## src/rtl/lpht_pkg.sv

```systemverilog
package lpht_pkg;

   // table geometry
   localparam int TABLE_SLOTS = 16;
   localparam int SLOT_W      = $clog2(TABLE_SLOTS);
   localparam int CNT_W       = $clog2(TABLE_SLOTS + 1);
   localparam bit IS_POW2     = (TABLE_SLOTS & (TABLE_SLOTS - 1)) == 0;

   // field widths
   localparam int KEY_W     = 31;
   localparam int VALUE_W   = 32;
   localparam int STATUS_W  = 3;
   localparam int LIVE_W    = 5;

   // slot marks
   localparam logic [1:0] MARK_EMPTY = 2'd0;
   localparam logic [1:0] MARK_USED  = 2'd1;
   localparam logic [1:0] MARK_GONE  = 2'd2;

   // operations
   localparam logic OP_INSERT = 1'b0;
   localparam logic OP_REMOVE = 1'b1;

   // result status codes
   localparam logic [STATUS_W-1:0] ST_INSERTED = 3'd0;
   localparam logic [STATUS_W-1:0] ST_UPDATED  = 3'd1;
   localparam logic [STATUS_W-1:0] ST_FULL     = 3'd2;
   localparam logic [STATUS_W-1:0] ST_REMOVED  = 3'd3;
   localparam logic [STATUS_W-1:0] ST_MISSING  = 3'd4;

   // sequencer step addresses
   localparam int STEP_W = 4;
   localparam logic [STEP_W-1:0] STEP_IDLE      = 4'd0;
   localparam logic [STEP_W-1:0] STEP_HOME      = 4'd1;
   localparam logic [STEP_W-1:0] STEP_LOAD      = 4'd2;
   localparam logic [STEP_W-1:0] STEP_INS_PROBE = 4'd3;
   localparam logic [STEP_W-1:0] STEP_INS_NEW   = 4'd4;
   localparam logic [STEP_W-1:0] STEP_INS_UPD   = 4'd5;
   localparam logic [STEP_W-1:0] STEP_INS_FULL  = 4'd6;
   localparam logic [STEP_W-1:0] STEP_RM_PROBE  = 4'd7;
   localparam logic [STEP_W-1:0] STEP_RM_HIT    = 4'd8;
   localparam logic [STEP_W-1:0] STEP_RM_MISS   = 4'd9;
   localparam logic [STEP_W-1:0] STEP_RM_SPARE  = 4'd10;
   localparam logic [STEP_W-1:0] STEP_FINISH    = 4'd11;
   localparam logic [STEP_W-1:0] STEP_DONE      = 4'd12;
   localparam logic [STEP_W-1:0] STEP_CLEAR     = 4'd13;
   localparam logic [STEP_W-1:0] STEP_POST_CLR  = 4'd14;

   // jump modes
   localparam logic [1:0] JM_SEQ  = 2'd0;
   localparam logic [1:0] JM_GOTO = 2'd1;
   localparam logic [1:0] JM_IF   = 2'd2;
   localparam logic [1:0] JM_DISP = 2'd3;

   // jump conditions
   localparam logic [2:0] C_REQ_WAIT   = 3'd0;
   localparam logic [2:0] C_HOME_WAIT  = 3'd1;
   localparam logic [2:0] C_OP_REMOVE  = 3'd2;
   localparam logic [2:0] C_RSP_BUSY   = 3'd3;
   localparam logic [2:0] C_CLEAR_MORE = 3'd4;

   // memory write kinds
   localparam logic [1:0] WR_NONE  = 2'd0;
   localparam logic [1:0] WR_FILL  = 2'd1;
   localparam logic [1:0] WR_TOMB  = 2'd2;
   localparam logic [1:0] WR_CLEAR = 2'd3;

   // live count operations
   localparam logic [1:0] CNT_KEEP = 2'd0;
   localparam logic [1:0] CNT_INC  = 2'd1;
   localparam logic [1:0] CNT_DEC  = 2'd2;

   // probe outcomes, added to the dispatch base
   localparam logic [1:0] OUT_GO = 2'd0;
   localparam logic [1:0] OUT_A  = 2'd1;
   localparam logic [1:0] OUT_B  = 2'd2;
   localparam logic [1:0] OUT_C  = 2'd3;

   typedef struct packed {
      logic [1:0]          mark;
      logic [KEY_W-1:0]    key;
      logic [VALUE_W-1:0]  value;
   } slot_type;

   typedef struct packed {
      logic [1:0]          jump_mode;
      logic [2:0]          cond;
      logic [STEP_W-1:0]   target;
      logic                req_ready;
      logic                load_home;
      logic                probe_ins;
      logic                probe_rm;
      logic [1:0]          wr_kind;
      logic [1:0]          cnt_op;
      logic                set_status;
      logic [STATUS_W-1:0] status;
      logic                rsp_load;
   } ctl_type;

   typedef struct packed {
      logic       req_wait;
      logic       home_wait;
      logic       op_remove;
      logic       rsp_busy;
      logic       clear_more;
      logic [1:0] outcome;
   } stat_type;

   // microcode store
   function automatic ctl_type prog_word(logic [STEP_W-1:0] step);
      ctl_type w;
      w = '0;
      unique case (step)
         STEP_IDLE: begin
            w.jump_mode = JM_IF;  w.cond = C_REQ_WAIT;  w.target = STEP_IDLE;
            w.req_ready = 1'b1;
         end
         STEP_HOME: begin
            w.jump_mode = JM_IF;  w.cond = C_HOME_WAIT; w.target = STEP_HOME;
         end
         STEP_LOAD: begin
            w.jump_mode = JM_IF;  w.cond = C_OP_REMOVE; w.target = STEP_RM_PROBE;
            w.load_home = 1'b1;
         end
         STEP_INS_PROBE: begin
            w.jump_mode = JM_DISP; w.target = STEP_INS_PROBE;
            w.probe_ins = 1'b1;
         end
         STEP_INS_NEW: begin
            w.jump_mode = JM_GOTO; w.target = STEP_FINISH;
            w.wr_kind = WR_FILL; w.cnt_op = CNT_INC;
            w.set_status = 1'b1; w.status = ST_INSERTED;
         end
         STEP_INS_UPD: begin
            w.jump_mode = JM_GOTO; w.target = STEP_FINISH;
            w.wr_kind = WR_FILL;
            w.set_status = 1'b1; w.status = ST_UPDATED;
         end
         STEP_INS_FULL: begin
            w.jump_mode = JM_GOTO; w.target = STEP_FINISH;
            w.set_status = 1'b1; w.status = ST_FULL;
         end
         STEP_RM_PROBE: begin
            w.jump_mode = JM_DISP; w.target = STEP_RM_PROBE;
            w.probe_rm = 1'b1;
         end
         STEP_RM_HIT: begin
            w.jump_mode = JM_GOTO; w.target = STEP_FINISH;
            w.wr_kind = WR_TOMB; w.cnt_op = CNT_DEC;
            w.set_status = 1'b1; w.status = ST_REMOVED;
         end
         STEP_RM_MISS, STEP_RM_SPARE: begin
            w.jump_mode = JM_GOTO; w.target = STEP_FINISH;
            w.set_status = 1'b1; w.status = ST_MISSING;
         end
         STEP_FINISH: begin
            w.jump_mode = JM_IF;  w.cond = C_RSP_BUSY; w.target = STEP_FINISH;
            w.rsp_load = 1'b1;
         end
         STEP_CLEAR: begin
            w.jump_mode = JM_IF;  w.cond = C_CLEAR_MORE; w.target = STEP_CLEAR;
            w.wr_kind = WR_CLEAR;
         end
         STEP_DONE, STEP_POST_CLR: begin
            w.jump_mode = JM_GOTO; w.target = STEP_IDLE;
         end
         default: begin
            w.jump_mode = JM_GOTO; w.target = STEP_IDLE;
         end
      endcase
      return w;
   endfunction

endpackage

```

## src/rtl/lpht_req_if.sv

```systemverilog
interface lpht_req_if import lpht_pkg::*; ();
   logic                      valid;
   logic                      ready;
   logic                      operation;
   logic [KEY_W-1:0]          key;
   logic signed [VALUE_W-1:0] value;

   modport source (output valid, operation, key, value, input ready);
   modport sink   (input valid, operation, key, value, output ready);
endinterface

```

## src/rtl/lpht_rsp_if.sv

```systemverilog
interface lpht_rsp_if import lpht_pkg::*; ();
   logic                valid;
   logic                ready;
   logic [STATUS_W-1:0] status;
   logic [LIVE_W-1:0]   live_count;

   modport source (output valid, status, live_count, input ready);
   modport sink   (input valid, status, live_count, output ready);
endinterface

```

## src/rtl/linear_probe_hash_table.sv

```systemverilog
// Open-addressing key/value table with linear probing over TABLE_SLOTS slots
// (16 here). Each request inserts/updates a key with a value, or removes a key,
// and gives exactly one response with a status and the live entry count. After
// reset a clearing pass marks every slot empty, one slot a cycle, before the
// first request is taken. A request probes 1 to TABLE_SLOTS slots, and the
// probe reads one slot per cycle: the slot memory has a single registered read
// port. With a table size that is not a power of two, the home slot comes from
// a reciprocal multiplication, held in a product register and then in a
// remainder register. A response waits in an output register; the next request
// is accepted only once the previous one has been handed to that register.
module linear_probe_hash_table import lpht_pkg::*; (
   input  logic       clock,
   input  logic       reset,
   lpht_req_if.sink   req,
   lpht_rsp_if.source rsp
);

   // control word from the microcode store, flags back from the datapath
   ctl_type  ctl;
   stat_type stat;

   // step counter, microcode store and jump logic
   lpht_sequencer u_sequencer (
      .clock (clock),
      .reset (reset),
      .stat  (stat),
      .ctl   (ctl)
   );

   // slot memory, probe pointer, home slot unit, count and response register
   lpht_datapath u_datapath (
      .clock (clock),
      .reset (reset),
      .ctl   (ctl),
      .stat  (stat),
      .req   (req),
      .rsp   (rsp)
   );

endmodule

```

## src/rtl/lpht_sequencer.sv

```systemverilog
module lpht_sequencer import lpht_pkg::*; (
   input  logic     clock,
   input  logic     reset,
   input  stat_type stat,
   output ctl_type  ctl
);

   logic [STEP_W-1:0] step_ff;
   logic [STEP_W-1:0] step_in;
   logic              cond_true;

   assign ctl = prog_word(step_ff);

   always_comb begin
      unique case (ctl.cond)
         C_REQ_WAIT:   cond_true = stat.req_wait;
         C_HOME_WAIT:  cond_true = stat.home_wait;
         C_OP_REMOVE:  cond_true = stat.op_remove;
         C_RSP_BUSY:   cond_true = stat.rsp_busy;
         C_CLEAR_MORE: cond_true = stat.clear_more;
         default:      cond_true = 1'b0;
      endcase
   end

   always_comb begin
      unique case (ctl.jump_mode)
         JM_SEQ:  step_in = step_ff + 1'b1;
         JM_GOTO: step_in = ctl.target;
         JM_IF:   step_in = cond_true ? ctl.target : step_ff + 1'b1;
         JM_DISP: step_in = ctl.target + STEP_W'(stat.outcome);
         default: step_in = STEP_IDLE;
      endcase
   end

   // reset starts the clearing pass
   always_ff @(posedge clock) begin
      if (reset) begin
         step_ff <= STEP_CLEAR;
      end else begin
         step_ff <= step_in;
      end
   end

endmodule

```

## src/rtl/lpht_datapath.sv

```systemverilog
module lpht_datapath import lpht_pkg::*; (
   input  logic      clock,
   input  logic      reset,
   input  ctl_type   ctl,
   output stat_type  stat,
   lpht_req_if.sink  req,
   lpht_rsp_if.source rsp
);

   localparam int CNT_EXT_W = (CNT_W > LIVE_W) ? CNT_W : LIVE_W;

   slot_type mem [TABLE_SLOTS];
   slot_type rd_ff;
   slot_type wr_data;
   logic [SLOT_W-1:0] rd_addr;
   logic [SLOT_W-1:0] wr_addr;
   logic              wr_en;

   logic                      op_ff;
   logic [KEY_W-1:0]          key_ff;
   logic signed [VALUE_W-1:0] value_ff;
   logic [SLOT_W-1:0]         slot_ff, slot_in;
   logic [SLOT_W-1:0]         slot_next;
   logic [SLOT_W-1:0]         home;
   logic                      home_busy;
   logic [SLOT_W-1:0]         clear_ff;
   logic [CNT_W-1:0]          count_ff, count_in;
   logic [STATUS_W-1:0]       status_ff;
   logic                      rsp_valid_ff;
   logic [STATUS_W-1:0]       rsp_status_ff;
   logic [LIVE_W-1:0]         rsp_live_ff;
   logic [CNT_EXT_W-1:0]      count_ext;
   logic                      accept;
   logic                      rsp_busy;
   logic                      used, hit, wrap;
   logic [1:0]                ins_out, rm_out, outcome;
   logic                      advance;

   assign req.ready = ctl.req_ready;
   assign accept    = req.valid && ctl.req_ready;

   // request latch
   always_ff @(posedge clock) begin
      if (accept) begin
         op_ff    <= req.operation;
         key_ff   <= req.key;
         value_ff <= req.value;
      end
   end

   // home slot: mask, or a registered reciprocal multiplication
   if (IS_POW2) begin : g_home_mask
      assign home      = key_ff[SLOT_W-1:0];
      assign home_busy = 1'b0;
   end else begin : g_home_recip
      // rounded-up reciprocal, exact quotient for every key of width KEY_W
      localparam int          RECIP_SH = KEY_W + SLOT_W;
      localparam logic [31:0] RECIP    =
         32'(((64'd1 << RECIP_SH) + 64'(TABLE_SLOTS) - 64'd1) / 64'(TABLE_SLOTS));

      logic [1:0]         stage_ff;
      logic [KEY_W+31:0]  prod_ff;
      logic [KEY_W-1:0]   quot;
      logic [KEY_W-1:0]   rem_full;
      logic [SLOT_W-1:0]  rem_ff;

      assign quot     = KEY_W'(prod_ff >> RECIP_SH);
      assign rem_full = key_ff - quot * KEY_W'(TABLE_SLOTS);

      always_ff @(posedge clock) begin
         if (reset) begin
            stage_ff <= '0;
         end else if (accept) begin
            stage_ff <= 2'b01;
         end else begin
            stage_ff <= {stage_ff[0], 1'b0};
         end
      end

      // stage_ff[0] multiplies into prod_ff, stage_ff[1] takes the remainder into rem_ff
      always_ff @(posedge clock) begin
         if (stage_ff[0]) begin
            prod_ff <= (KEY_W + 32)'(key_ff) * (KEY_W + 32)'(RECIP);
         end
         if (stage_ff[1]) begin
            rem_ff <= rem_full[SLOT_W-1:0];
         end
      end

      assign home      = rem_ff;
      assign home_busy = stage_ff != 2'b00;
   end

   // probe evaluation on the slot just read
   assign slot_next = (slot_ff == SLOT_W'(TABLE_SLOTS - 1)) ? '0 : slot_ff + 1'b1;
   assign used      = rd_ff.mark == MARK_USED;
   assign hit       = used && rd_ff.key == key_ff;
   assign wrap      = slot_next == home;

   always_comb begin
      priority if (!used) begin
         ins_out = OUT_A;
      end else if (hit) begin
         ins_out = OUT_B;
      end else if (wrap) begin
         ins_out = OUT_C;
      end else begin
         ins_out = OUT_GO;
      end
   end

   always_comb begin
      priority if (rd_ff.mark == MARK_EMPTY) begin
         rm_out = OUT_B;
      end else if (hit) begin
         rm_out = OUT_A;
      end else if (wrap) begin
         rm_out = OUT_B;
      end else begin
         rm_out = OUT_GO;
      end
   end

   assign outcome = ctl.probe_rm ? rm_out : ins_out;
   assign advance = (ctl.probe_ins || ctl.probe_rm) && outcome == OUT_GO;

   always_comb begin
      priority if (ctl.load_home) begin
         slot_in = home;
      end else if (advance) begin
         slot_in = slot_next;
      end else begin
         slot_in = slot_ff;
      end
   end

   assign rd_addr = slot_in;

   always_ff @(posedge clock) begin
      slot_ff <= slot_in;
   end

   // slot memory write port
   always_comb begin
      wr_en   = 1'b1;
      wr_addr = slot_ff;
      wr_data = rd_ff;
      unique case (ctl.wr_kind)
         WR_NONE: begin
            wr_en = 1'b0;
         end
         WR_FILL: begin
            wr_data = '{mark: MARK_USED, key: key_ff, value: value_ff};
         end
         WR_TOMB: begin
            wr_data.mark = MARK_GONE;
         end
         WR_CLEAR: begin
            wr_addr      = clear_ff;
            wr_data.mark = MARK_EMPTY;
         end
         default: begin
            wr_en = 1'b0;
         end
      endcase
   end

   always_ff @(posedge clock) begin
      if (wr_en) begin
         mem[wr_addr] <= wr_data;
      end
      rd_ff <= mem[rd_addr];
   end

   always_ff @(posedge clock) begin
      if (reset) begin
         clear_ff <= '0;
      end else if (ctl.wr_kind == WR_CLEAR) begin
         clear_ff <= clear_ff + 1'b1;
      end
   end

   // live entry count
   always_comb begin
      unique case (ctl.cnt_op)
         CNT_INC: count_in = count_ff + 1'b1;
         CNT_DEC: count_in = count_ff - 1'b1;
         default: count_in = count_ff;
      endcase
   end

   always_ff @(posedge clock) begin
      if (reset) begin
         count_ff <= '0;
      end else begin
         count_ff <= count_in;
      end
   end

   always_ff @(posedge clock) begin
      if (ctl.set_status) begin
         status_ff <= ctl.status;
      end
   end

   // response register
   assign rsp_busy  = rsp_valid_ff && !rsp.ready;
   assign count_ext = CNT_EXT_W'(count_ff);

   always_ff @(posedge clock) begin
      if (reset) begin
         rsp_valid_ff <= 1'b0;
      end else if (ctl.rsp_load && !rsp_busy) begin
         rsp_valid_ff <= 1'b1;
      end else if (rsp.ready) begin
         rsp_valid_ff <= 1'b0;
      end
   end

   always_ff @(posedge clock) begin
      if (ctl.rsp_load && !rsp_busy) begin
         rsp_status_ff <= status_ff;
         rsp_live_ff   <= count_ext[LIVE_W-1:0];
      end
   end

   assign rsp.valid      = rsp_valid_ff;
   assign rsp.status     = rsp_status_ff;
   assign rsp.live_count = rsp_live_ff;

   assign stat.req_wait   = !accept;
   assign stat.home_wait  = home_busy;
   assign stat.op_remove  = op_ff == OP_REMOVE;
   assign stat.rsp_busy   = rsp_busy;
   assign stat.clear_more = clear_ff != SLOT_W'(TABLE_SLOTS - 1);
   assign stat.outcome    = outcome;

   a_count_range: assert property (@(posedge clock) disable iff (reset)
      count_ff <= CNT_W'(TABLE_SLOTS))
      else $error("live count beyond table size");

   a_inc_not_full: assert property (@(posedge clock) disable iff (reset)
      ctl.cnt_op == CNT_INC |-> count_ff < CNT_W'(TABLE_SLOTS))
      else $error("insert into a table with no free slot");

   a_tomb_on_match: assert property (@(posedge clock) disable iff (reset)
      ctl.wr_kind == WR_TOMB |-> (rd_ff.mark == MARK_USED && rd_ff.key == key_ff))
      else $error("tombstone written over a slot that does not match");

endmodule

```

## src/flat_wrapper.sv

```systemverilog
// flat-port wrapper written by rule: the top's interface ports become plain ports
module linear_probe_hash_table_flat import lpht_pkg::*;
  (clock, reset, req_valid, req_operation, req_key, req_value, req_ready, rsp_valid, rsp_status, rsp_live_count, rsp_ready);
  lpht_req_if req_i ();
  lpht_rsp_if rsp_i ();
  input  logic clock;
  input  logic reset;
  input wire logic [$bits(req_i.valid)-1:0] req_valid;
  input wire logic [$bits(req_i.operation)-1:0] req_operation;
  input wire logic [$bits(req_i.key)-1:0] req_key;
  input wire logic [$bits(req_i.value)-1:0] req_value;
  output wire logic [$bits(req_i.ready)-1:0] req_ready;
  output wire logic [$bits(rsp_i.valid)-1:0] rsp_valid;
  output wire logic [$bits(rsp_i.status)-1:0] rsp_status;
  output wire logic [$bits(rsp_i.live_count)-1:0] rsp_live_count;
  input wire logic [$bits(rsp_i.ready)-1:0] rsp_ready;
  assign req_i.valid = req_valid;
  assign req_i.operation = req_operation;
  assign req_i.key = req_key;
  assign req_i.value = req_value;
  assign req_ready = req_i.ready;
  assign rsp_valid = rsp_i.valid;
  assign rsp_status = rsp_i.status;
  assign rsp_live_count = rsp_i.live_count;
  assign rsp_i.ready = rsp_ready;
  linear_probe_hash_table u_core (.clock(clock), .reset(reset), .req(req_i), .rsp(rsp_i));
endmodule
```

## config.mk

```make
export PLATFORM = sky130hd
export DESIGN_NAME = linear_probe_hash_table_flat
export DESIGN_NICKNAME = d
export VERILOG_FILES = /design/src/rtl/lpht_pkg.sv /design/src/rtl/lpht_req_if.sv /design/src/rtl/lpht_rsp_if.sv /design/src/rtl/linear_probe_hash_table.sv /design/src/rtl/lpht_sequencer.sv /design/src/rtl/lpht_datapath.sv /design/src/flat_wrapper.sv
export SDC_FILE = /design/constraint.sdc
export NUM_CORES = 1
export LEC_CHECK = 0
export ABC_CLOCK_PERIOD_IN_PS = 3100
export BUFFER_PORTS_ARGS = -buffer_cell sky130_fd_sc_hd__buf_4
export CORE_AREA = 2 2 236 238
export CTS_CLUSTER_DIAMETER = 120
export DETAILED_ROUTE_END_ITERATION = 10
export DIE_AREA = 0 0 238 240
export SYNTH_ARGS = -nofsm -noshare
export SYNTH_HDL_FRONTEND = slang
export SYNTH_SLANG_ARGS = --single-unit
```

## constraint.sdc

```tcl
create_clock -name clock -period 3.1 [get_ports clock]
set_input_delay 0.155 -clock clock [delete_from_list [all_inputs] [get_ports clock]]
set_output_delay 0.155 -clock clock [all_outputs]
set_load 0.01 [all_outputs]
```

# --- Word level (Yosys, flattened, before mapping) ---
# Memory sizes are Yosys's and may differ from the RTL's. A register that Yosys moved wholly into a read port is not among the register bits.
# Index checks and enable logic that the tools add are counted.
word_totals:
  ff_bits: 93
  latch_bits: 0
  ram_bits: 1040
  rom_bits: 0
  inputBits: 68
  n_memories: 1
mem_list:
  columns: ["memory", "depth", "word_bits", "read_ports", "rd_ports_with_merged_regs", "write_ports", "line", "text"]
  rows:
  - ["u_core.u_datapath.mem", 16, 65, 1, 1, 1, "lpht_datapath.sv:12", "slot_type mem [TABLE_SLOTS];"]
op_classes:
  add_sub_neg: 6
  multipliers: 0
  div: 0
  n_lt_le_gt_ge: 0
  eq_ne: 28
  shifts: 0
  muxes: 31
  bitwise_logic: 0
  n_reduce_logical: 23
ops:
  columns: ["cell", "n"]
  rows:
  - ["$mux W63", 1]
  - ["$pmux W4 S5", 2]
  - ["$eq A31 B31 Y1", 1]
  - ["$eq A4 B4 Y1 const B", 6]
  - ["$mux W4", 5]
  - ["$eq A4 B3 Y1 const B", 4]
  - ["$pmux W4 S4", 1]
  - ["$mux W2", 7]
  - ["$add A4 B1 Y4 const B", 3]
  - ["$pmux W2 S3", 2]
  - ["$pmux W3 S4", 1]
  - ["$eq A2 B2 Y1 const B", 5]
  - ["$pmux W5 S2", 1]
  - ["$eq A2 B1 Y1 const B", 4]
  - ["$eq A4 B2 Y1 const B", 2]
  - ["$logic_not A2 Y1", 4]
  - ["$mux W1", 8]
  - ["$pmux W2 S2", 2]
  - ["$reduce_or A2 Y1", 4]
  - ["$reduce_or A7 Y1", 1]
  - ["$eq A3 B2 Y1 const B", 2]
  - ["$add A5 B1 Y5 const B", 1]
  - ["$logic_and A1 B1 Y1", 5]
  - ["$reduce_or A5 Y1", 1]
  - ["12 further kinds", 15]

# --- Logic depth before layout (Yosys ltp) ---
# Gate-level depths: netlist (run 1).
logic_depth:
  word_depth: 11
  ltp_mapped: 14
  mapped_depth_nobuf: 14

# --- Hierarchy ---
# Synthesis (run 1) repeated with hierarchy kept, for this count alone.
unflattened:
  hier_cells: 1899
  hier_area_um2: 26669.3
modules_own_cells:
  columns: ["module", "n_inst", "cells_each", "area_per_inst_um2", "seq_area_each_um2"]
  rows:
  - ["lpht_datapath", 1, 1788, 25869.8, 18087.3]
  - ["lpht_sequencer", 1, 111, 799.5, 80.1]

# --- Least setup slack after synthesis (run 1) ---
# OpenSTA, ideal clock, no wires.
synth_timing:
  path_type: "register to register"
  from: "reg u_core.u_sequencer.step_ff[2]"
  to: "mem u_core.u_datapath.mem[7][32] in the netlist's numbering, enable pin"
  setup_ns: 0.423
  arrival_ns: 3.073
  required_ns: 2.677
  setup_slack_ns: -0.396
  path_stages_with_launch: 7
  n_path_buf: 2
  path_cell_list: "dfxtp_1 > clkbuf_1 > clkbuf_1 > nand3_1 > mux2i_1 > or2_2 > nor2_1"
synth_via:
  elab_chain_len: 5
synth_rtl:
  columns: ["item", "line", "text"]
  rows:
  - ["start, declared", "lpht_sequencer.sv:8", "logic [STEP_W-1:0] step_ff;"]
  - ["start signal, assigned", "lpht_sequencer.sv:40", "step_ff <= step_in;"]
  - ["$eq A4 B3 Y1", "lpht_pkg.sv:113", "unique case (step)"]
  - ["$reduce_or A2 Y1 (no source line)", null, null]
  - ["$pmux W2 S3 (*)", "lpht_pkg.sv:113", null]
  - ["$eq A2 B2 Y1 / $logic_not A2 Y1 (equally long branches)", "lpht_datapath.sv:148", "unique case (ctl.wr_kind)"]
  - ["$mux W4 / $mux W1 (equally long branches)", "lpht_datapath.sv:148, lpht_datapath.sv:170", null]
  - ["end, declared", "lpht_datapath.sv:12", null]
# Every way passes the cells marked *; elsewhere a longest branch is shown, timed or not.

# --- Worst setup path in the final report (run 1) ---
layout_timing:
  from: "reg u_core.u_datapath.key_ff[1]"
  to: "reg u_core.u_datapath.rd_ff[48] (netlist name)"
layout_via:
  elab_chain_len: 9
layout_rtl:
  columns: ["item", "line", "text"]
  rows:
  - ["start, declared", "lpht_datapath.sv:20", "logic [KEY_W-1:0] key_ff;"]
  - ["start signal, assigned", "lpht_datapath.sv:46", "key_ff <= req.key;"]
  - ["$eq A31 B31 Y1 / $eq A4 B4 Y1 (equally long branches)", "lpht_datapath.sv:97, lpht_datapath.sv:98", null]
  - ["$logic_and A1 B1 Y1, or another cell as far along", "lpht_datapath.sv:97", "assign hit = used && rd_ff.key == key_ff;"]
  - ["$mux W2 (on tied branches)", "lpht_datapath.sv:103, lpht_datapath.sv:115", null]
  - ["$mux W2 (on tied branches)", "lpht_datapath.sv:101, lpht_datapath.sv:113", null]
  - ["$mux W2", "lpht_datapath.sv:124", "assign outcome = ctl.probe_rm ? rm_out : ins_out;"]
  - ["$logic_not A2 Y1", "lpht_datapath.sv:125", "assign advance = (ctl.probe_ins || ctl.probe_rm) && outcome == OUT_GO;"]
  - ["$logic_and A1 B1 Y1", "lpht_datapath.sv:125", null]
  - ["$mux W4", "lpht_datapath.sv:130", "end else if (advance) begin"]
  - ["$mux W4 (*)", "lpht_datapath.sv:128", "priority if (ctl.load_home) begin"]
# Marks and branches as above.
# A chain may end at the register's enable or synchronous reset.

==> results of run 1 <==
## per-stage QoR
step / power, uW / TNS (ns)
floorplan: 18410 / -99.18
CTS: 31550 / -9.167
global placement: 22090 / -15.06
detailed placement: 22310 / -16.48
finish: 32040 / -10.03
global route: 33340 / -13.45
## cell usage after synthesis (3+ instances only)
master / number
a21o_1: 4
a21oi_1: 24
a31oi_1: 4
and2_1: 3
and3_1: 4
buf_1: 4
buf_2: 42
buf_6: 6
clkbuf_1: 18
dfxtp_1: 51
edfxtp_1: 571
ha_1: 12
inv_1: 17
mux2_2: 33
mux2i_1: 265
nand2_1: 24
nand2b_1: 7
nand3_1: 9
nand4_1: 10
nor2_1: 44
nor2b_1: 4
nor3_1: 4
o211ai_1: 4
o21ai_0: 5
o22ai_1: 136
or3_1: 9
or4_1: 33
xnor2_1: 38
xor2_1: 9
## cell families after synthesis
kind of cell	count (synthesis)	share of synthesized area
multiplexers	298	0.1241
buffers and inverters	91	0.01843
flip-flops	622	0.7454
AND/OR/NAND/NOR	160	0.03583
adder cells (fa/ha/maj)	14	0.007803
AO/OA/AOI/OAI	196	0.05154
XOR/XNOR	47	0.01689
## registers in the layout, summed over array words and instances, names as in the netlist, 4 cells and up
signal	count
u_core.u_sequencer.step_ff	4
u_core.u_datapath.rsp.live_count	5
u_core.u_datapath.key_ff	31
u_core.u_datapath.rd_ff	33
u_core.u_datapath.count_ext	5
u_core.u_datapath.slot_ff	4
u_core.u_datapath.mem	528
u_core.u_datapath.clear_ff	4
## repair_timing
action	in CTS	in global routing
cloned	14	10
hold buffers	34	0
pin swaps	31	35
gates resized for setup	68	49
setup endpoints to repair	35	64
hold endpoints to repair	46	0
buffers inserted	28	18
## area by class of cell
| class | instances | area share |
|---|---|---|
| clock inverter | 42 | 0.01584 |
| timing repair buffer | 273 | 0.1093 |
| clock buffer | 74 | 0.05312 |
| multi-input combinational | 715 | 0.2012 |
| tap | 704 | 0.02859 |
| sequential | 622 | 0.5896 |
| inverter | 18 | 0.002355 |
## cells in the final DEF (no fill, tap or decap), types with 13 or more instances in the layout
| cell type | count |
|---|---|
| buf_12 | 49 |
| buf_4 | 143 |
| or4_1 | 32 |
| inv_1 | 15 |
| mux2i_1 | 248 |
| clkbuf_16 | 71 |
| mux2_2 | 33 |
| a21oi_1 | 20 |
| edfxtp_1 | 571 |
| nor2_4 | 16 |
| nand2_1 | 23 |
| dlygate4sd3_1 | 34 |
| xnor2_1 | 30 |
| o22ai_1 | 133 |
| buf_6 | 13 |
| mux2i_2 | 16 |
| dfxtp_1 | 51 |
| nor2_1 | 28 |
| buf_16 | 18 |
| clkinv_2 | 16 |
## per-layer routing
metal / GRT usage / share of wire / up-vias
met3: 0.03617 / 0.063 / 93
met1: 0.2912 / 0.42 / 6980
met5: 0 / 0.00021 / -
li1: - / - / 6213
met4: 0.05890 / 0.023 / 2
met2: 0.3687 / 0.49 / 422
## worst register-to-register path, stage by stage, from the launching register on
cell	delay [ns]
edfxtp_1	0.48
xnor2_2	0.34
nand4_1	0.16
nor4_2	0.30
buf_4	0.20
a211oi_4	0.09
a31o_2	0.23
o22ai_4	0.12
buf_12	0.19
buf_16	0.17
buf_12	0.15
buf_16	0.12
mux2i_1	0.18
o22ai_1	0.09
or4_1	0.49
## power by group
part / switching (uW) / internal (uW) / leakage, uW
Combinational: 6440 / 5520 / 0.00498
Clock: 3160 / 4590 / 0.00105
Sequential: 452 / 11900 / 0.00561
Total: 10100 / 22000 / 0.0116
## worst max path at each step
stage | startpoint | endpoint | slack (ns)
2_1_floorplan | u_core.u_sequencer.step_ff[2] | u_core.u_datapath.mem[7][32] | -0.40
3_3_place_gp | u_core.u_datapath.key_ff[22] | u_core.u_datapath.rd_ff[54] | -0.48
3_5_place_dp | u_core.u_datapath.key_ff[22] | u_core.u_datapath.rd_ff[45] | -0.56
4_1_cts | u_core.u_datapath.key_ff[1] | u_core.u_datapath.rd_ff[43] | -0.34
5_1_grt | u_core.u_datapath.key_ff[1] | u_core.u_datapath.rd_ff[48] | -0.45
6_report | u_core.u_datapath.key_ff[1] | u_core.u_datapath.rd_ff[48] | -0.35
==> impl_metrics.env, run 1 <==
export IMPL_grt_pass1_vias=13500
export IMPL_die_h_um=240
export IMPL_cp_arrival_ns=3.95
export IMPL_syn2layout_area_growth_pct=26.42
export IMPL_rr_startpoint="u_core.u_datapath.key_ff[1]"
export IMPL_finalMaxSlewViolations=0
export IMPL_finalSetupViolCount=35
export IMPL_synthArstFlopShare=0
export IMPL_vias=13710
export IMPL_synth_area_top_cells="edfxtp_1 (70%), mux2i_1 (11%), dfxtp_1 (4.2%), o22ai_1 (3.5%), mux2_2 (1.5%)"
export IMPL_dpl_hpwl_um=33390
export IMPL_endpoint_kind="flop"
export IMPL_grt_pass1_wl_um=89680
export IMPL_synth_nets=1510
export IMPL_gr_total_overflow=0
export IMPL_grt_start_max_net_pins=34
export IMPL_maxCapViolCount=0
export IMPL_worstPathBufferInverterCount=5
export IMPL_clk_pin_slew_worst_paths_ns=0.07
export IMPL_violations="setup timing"
export IMPL_drtAntennaViolNets=0
export IMPL_antenna_found_initial=1
export IMPL_fin_nets=1773
export IMPL_die_area_um2=57120
export IMPL_drtIter0Drc=1121
export IMPL_worstHoldPathType="primary input to flop"
export IMPL_rows=86
export IMPL_reg2reg_depth=14
export IMPL_clockBufferDepth=3
export IMPL_synth_top_area_cell="edfxtp_1"
export IMPL_syn_area_um2=24370
export IMPL_avgViaCountPerCell=5.600
export IMPL_yosysSeqAreaShare=0.7454
export IMPL_synthCells=1428
export IMPL_worst_pin_slew_ns=1.039
export IMPL_fmax_ghz=0.2902
export IMPL_cts_tree="yes"
export IMPL_whs_ns=0.2305
export IMPL_core_area_um2=54660
export IMPL_numClockSinks=622
export IMPL_rrSetupSlack_ns=-0.35
export IMPL_synthFlopType="edfxtp_1"
export IMPL_crit_cells=14
export IMPL_period_share=1.112
export IMPL_drt_wirelength_per_cell_um=25.55
export IMPL_track_usage=0.2172
export IMPL_cts_root_buf="clkbuf_16"
export IMPL_period_needed_ns=3.446
export IMPL_seq_area_um2=18170
export IMPL_die_width_um=238
export IMPL_whs_path_depth=2
export IMPL_synth_edff_count=571
export IMPL_outcome="finished, violations left"
export IMPL_p_leak_uw=0.01164
export IMPL_report_final_hold_viol_count=0
export IMPL_dr_pass1_iters=5
export IMPL_synth_avg_cell_area_um2=17.07
export IMPL_r2r_end="u_core.u_datapath.rd_ff[48]"
export IMPL_critical_path_cell_chain="xnor2_2, nand4_1, nor4_2, buf_4, a211oi_4, a31o_2, o22ai_4, buf_12, buf_16, buf_12, buf_16, mux2i_1, o22ai_1, or4_1"
export IMPL_clock_skew_ns=0.02906
export IMPL_io_buffer_count=45
export IMPL_final_area_um2=30810
export IMPL_fin_util=0.5637
export IMPL_slew_headroom=0.3044
export IMPL_grt_setup_unrepaired="true"
export IMPL_dpl_instance_area_um2=26900
export IMPL_ys_types=54
export IMPL_dp_slack_ns=-0.5643
export IMPL_cts_buffers_inserted=61
export IMPL_cts_htree_levels=2
export IMPL_cp_required_ns=3.60
export IMPL_critPathSlowestCell="or4_1"
export IMPL_critPathTopFamily="simple AND/OR/NAND/NOR gates"
export IMPL_gp_congestion=0.7895
export IMPL_ys_warn_count=0
export IMPL_cp_start_kind="flop"
export IMPL_path_max_fanout=7
export IMPL_layout_drive_gt1_share=0.2592
export IMPL_criticalPathCategory="flop to flop"
export IMPL_worstSkewPairLatency_ns=0.64
export IMPL_instances_no_fill=2448
export IMPL_drc=0
export IMPL_setup_ws_ns=-0.3462
export IMPL_peakVddDrop_uv=524.7
export IMPL_pin_count=78
export IMPL_routed_wl_um=62540
export IMPL_worstHoldStart="req_operation"
export IMPL_multi_input_area_um2=6198
export IMPL_dp_cells=2232
export IMPL_ys_ff_latch=622
export IMPL_nFillCells=4211
export IMPL_min_to="u_core.u_datapath.op_ff"
export IMPL_powerDensity_nw_per_um2=1040
export IMPL_synth_top_area_frac=0.7035
export IMPL_n_antenna_cell=0
export IMPL_max_stage_delay_ns=0.49
export IMPL_initial_core_util=0.4459
Power figures use the tool's default switching activity.
==> inputs of run 2 (changes only) <==
Settings changed: CELL_PAD_IN_SITES_DETAIL_PLACEMENT set to 1, CELL_PAD_IN_SITES_GLOBAL_PLACEMENT set to 1, PLACE_DENSITY_LB_ADDON set to 0.1.
==> impl_metrics.env, run 2 (synthesis results as in run 1) <==
export IMPL_core_area_um2=54660
export IMPL_critPathSlowestCell="edfxtp_1"
export IMPL_drtAntennaViolNets=0
export IMPL_critical_path_cell_chain="xnor2_2, nand4_1, nor4_4, buf_4, a211oi_4, a31o_2, o22ai_4, buf_6, buf_12, buf_12, mux2i_1, o22ai_1, or4_1"
export IMPL_dp_slack_ns=-0.6790
export IMPL_clock_skew_ns=0.02912
export IMPL_worstHoldPathType="primary input to flop"
export IMPL_violations="setup timing"
export IMPL_peakVddDrop_uv=608.8
export IMPL_period_needed_ns=3.621
export IMPL_powerDensity_nw_per_um2=1057
export IMPL_path_max_fanout=10
export IMPL_outcome="finished, violations left"
export IMPL_largest_register="u_core.u_datapath.mem"
export IMPL_grt_start_max_net_pins=34
export IMPL_most_common_layout_cells="edfxtp_1 (571), mux2i_1 (249), buf_4 (154)"
export IMPL_cts_htree_levels=3
export IMPL_final_area_um2=30600
export IMPL_slew_headroom=0.3094
export IMPL_syn2layout_area_growth_pct=25.55
export IMPL_worst_pin_slew_ns=1.031
export IMPL_avgViaCountPerCell=5.692
export IMPL_vias=13880
export IMPL_clockBufferDepth=3
export IMPL_max_stage_delay_ns=0.47
export IMPL_drt_wirelength_per_cell_um=28.38
export IMPL_cp_required_ns=3.58
export IMPL_cts_buffers_inserted=68
export IMPL_whs_ns=0.2530
export IMPL_finalMaxSlewViolations=0
export IMPL_gr_total_overflow=0
export IMPL_die_width_um=238
export IMPL_endpoint_kind="flop"
export IMPL_track_usage=0.2452
export IMPL_dpl_hpwl_um=37400
export IMPL_grt_pass1_vias=14610
export IMPL_drc=0
export IMPL_report_final_hold_viol_count=0
export IMPL_grt_pass1_wl_um=100100
export IMPL_gp_congestion=0.7858
export IMPL_fin_nets=1761
export IMPL_clk_pin_slew_worst_paths_ns=0.06
export IMPL_fin_util=0.5598
export IMPL_io_buffer_count=45
export IMPL_maxCapViolCount=0
export IMPL_layout_drive_gt1_share=0.2543
export IMPL_cts_root_buf="clkbuf_16"
export IMPL_numClockSinks=622
export IMPL_n_antenna_cell=0
export IMPL_final_common_cell="edfxtp_1"
export IMPL_period_share=1.168
export IMPL_die_area_um2=57120
export IMPL_routed_wl_um=69190
export IMPL_fmax_ghz=0.2761
export IMPL_p_leak_uw=0.01149
export IMPL_largestRegisters="u_core.u_datapath.mem x528, u_core.u_datapath.rd_ff x33, u_core.u_datapath.key_ff x31"
export IMPL_die_h_um=240
export IMPL_crit_top_cell="buf_12"
export IMPL_dpl_instance_area_um2=26940
export IMPL_initial_core_util=0.4459
export IMPL_finalSetupViolCount=36
export IMPL_criticalPathCategory="flop to flop"
export IMPL_antenna_found_initial=0
export IMPL_cts_tree="yes"
export IMPL_dr_pass1_iters=5
export IMPL_rows=86
export IMPL_power_uw=32330
export IMPL_worstSkewPairLatency_ns=0.62
export IMPL_drtIter0Drc=1107
export IMPL_setup_ws_ns=-0.5215
export IMPL_cp_arrival_ns=4.10
export IMPL_grt_setup_unrepaired="true"
export IMPL_largest_register_ffs=528
export IMPL_pin_count=78
export IMPL_cp_start_kind="flop"
-- run 2: worst max-delay path, delay by kind of cell (launching register included) --
kind	cells	cell delay (ns)
compound gates	4	0.63
flops	1	0.47
mux	1	0.21
buf+inv	4	0.75
simple gates	3	1.13
xor+xnor	1	0.28
-- run 2: stage by stage --
stage	cells	TNS, ns
5_1_grt	2438	-20.08
6_report	2438	-16.02
4_1_cts	2426	-15.73
2_1_floorplan	1428	-99.18
3_5_place_dp	2245	-16.71
3_3_place_gp	2245	-17.21
-- run 2: path summary, 6_finish.rpt --
kind / to / slack [ns] / start / depth (start not counted)
setup / recovery: u_core.u_datapath.rd_ff[38] / -0.52 / u_core.u_datapath.key_ff[27] / 13
hold / removal: u_core.u_datapath.key_ff[20] / 0.25 / req_key[20] / 2
setup reg to reg: u_core.u_datapath.rd_ff[38] / -0.52 / u_core.u_datapath.key_ff[27] / 13
hold reg to reg: u_core.u_datapath.rsp.status[2] / 0.42 / u_core.u_datapath.status_ff[2] / 0
-- run 2: routing by layer --
metal | GRT usage | part of all wire | up-vias
met4 | 0.07292 | 0.022 | 0
met5 | 0 | 0 | -
li1 | - | - | 6175
met2 | 0.4133 | 0.49 | 315
met3 | 0.03456 | 0.043 | 98
met1 | 0.3328 | 0.44 | 7290
-- run 2: cell type report --
class | instances | area (um2)
inverter | 18 | 72.57
sequential | 622 | 18170
clock buffer | 90 | 1909
tap | 704 | 880.8
fill | 4927 | 24060
clock inverter | 35 | 445.4
timing repair buffer | 254 | 2839
multi-input combinational | 715 | 6282
-- run 2: what timing repair did --
item                                    in CTS  in global routing
endpoints found under the setup margin      36                 36
hold buffers                                34                  0
gates cloned                                 8                  3
buffers inserted                            16                 12
hold endpoints to repair                    46                  0
gates resized for setup                     73                 32
pin swaps                                   25                 26
-- run 2: report_power, final --
group / switching, uW / internal (uW)
sequential: 492 / 11900
combinational: 6570 / 4880
clock: 3330 / 5190
total: 10400 / 21900
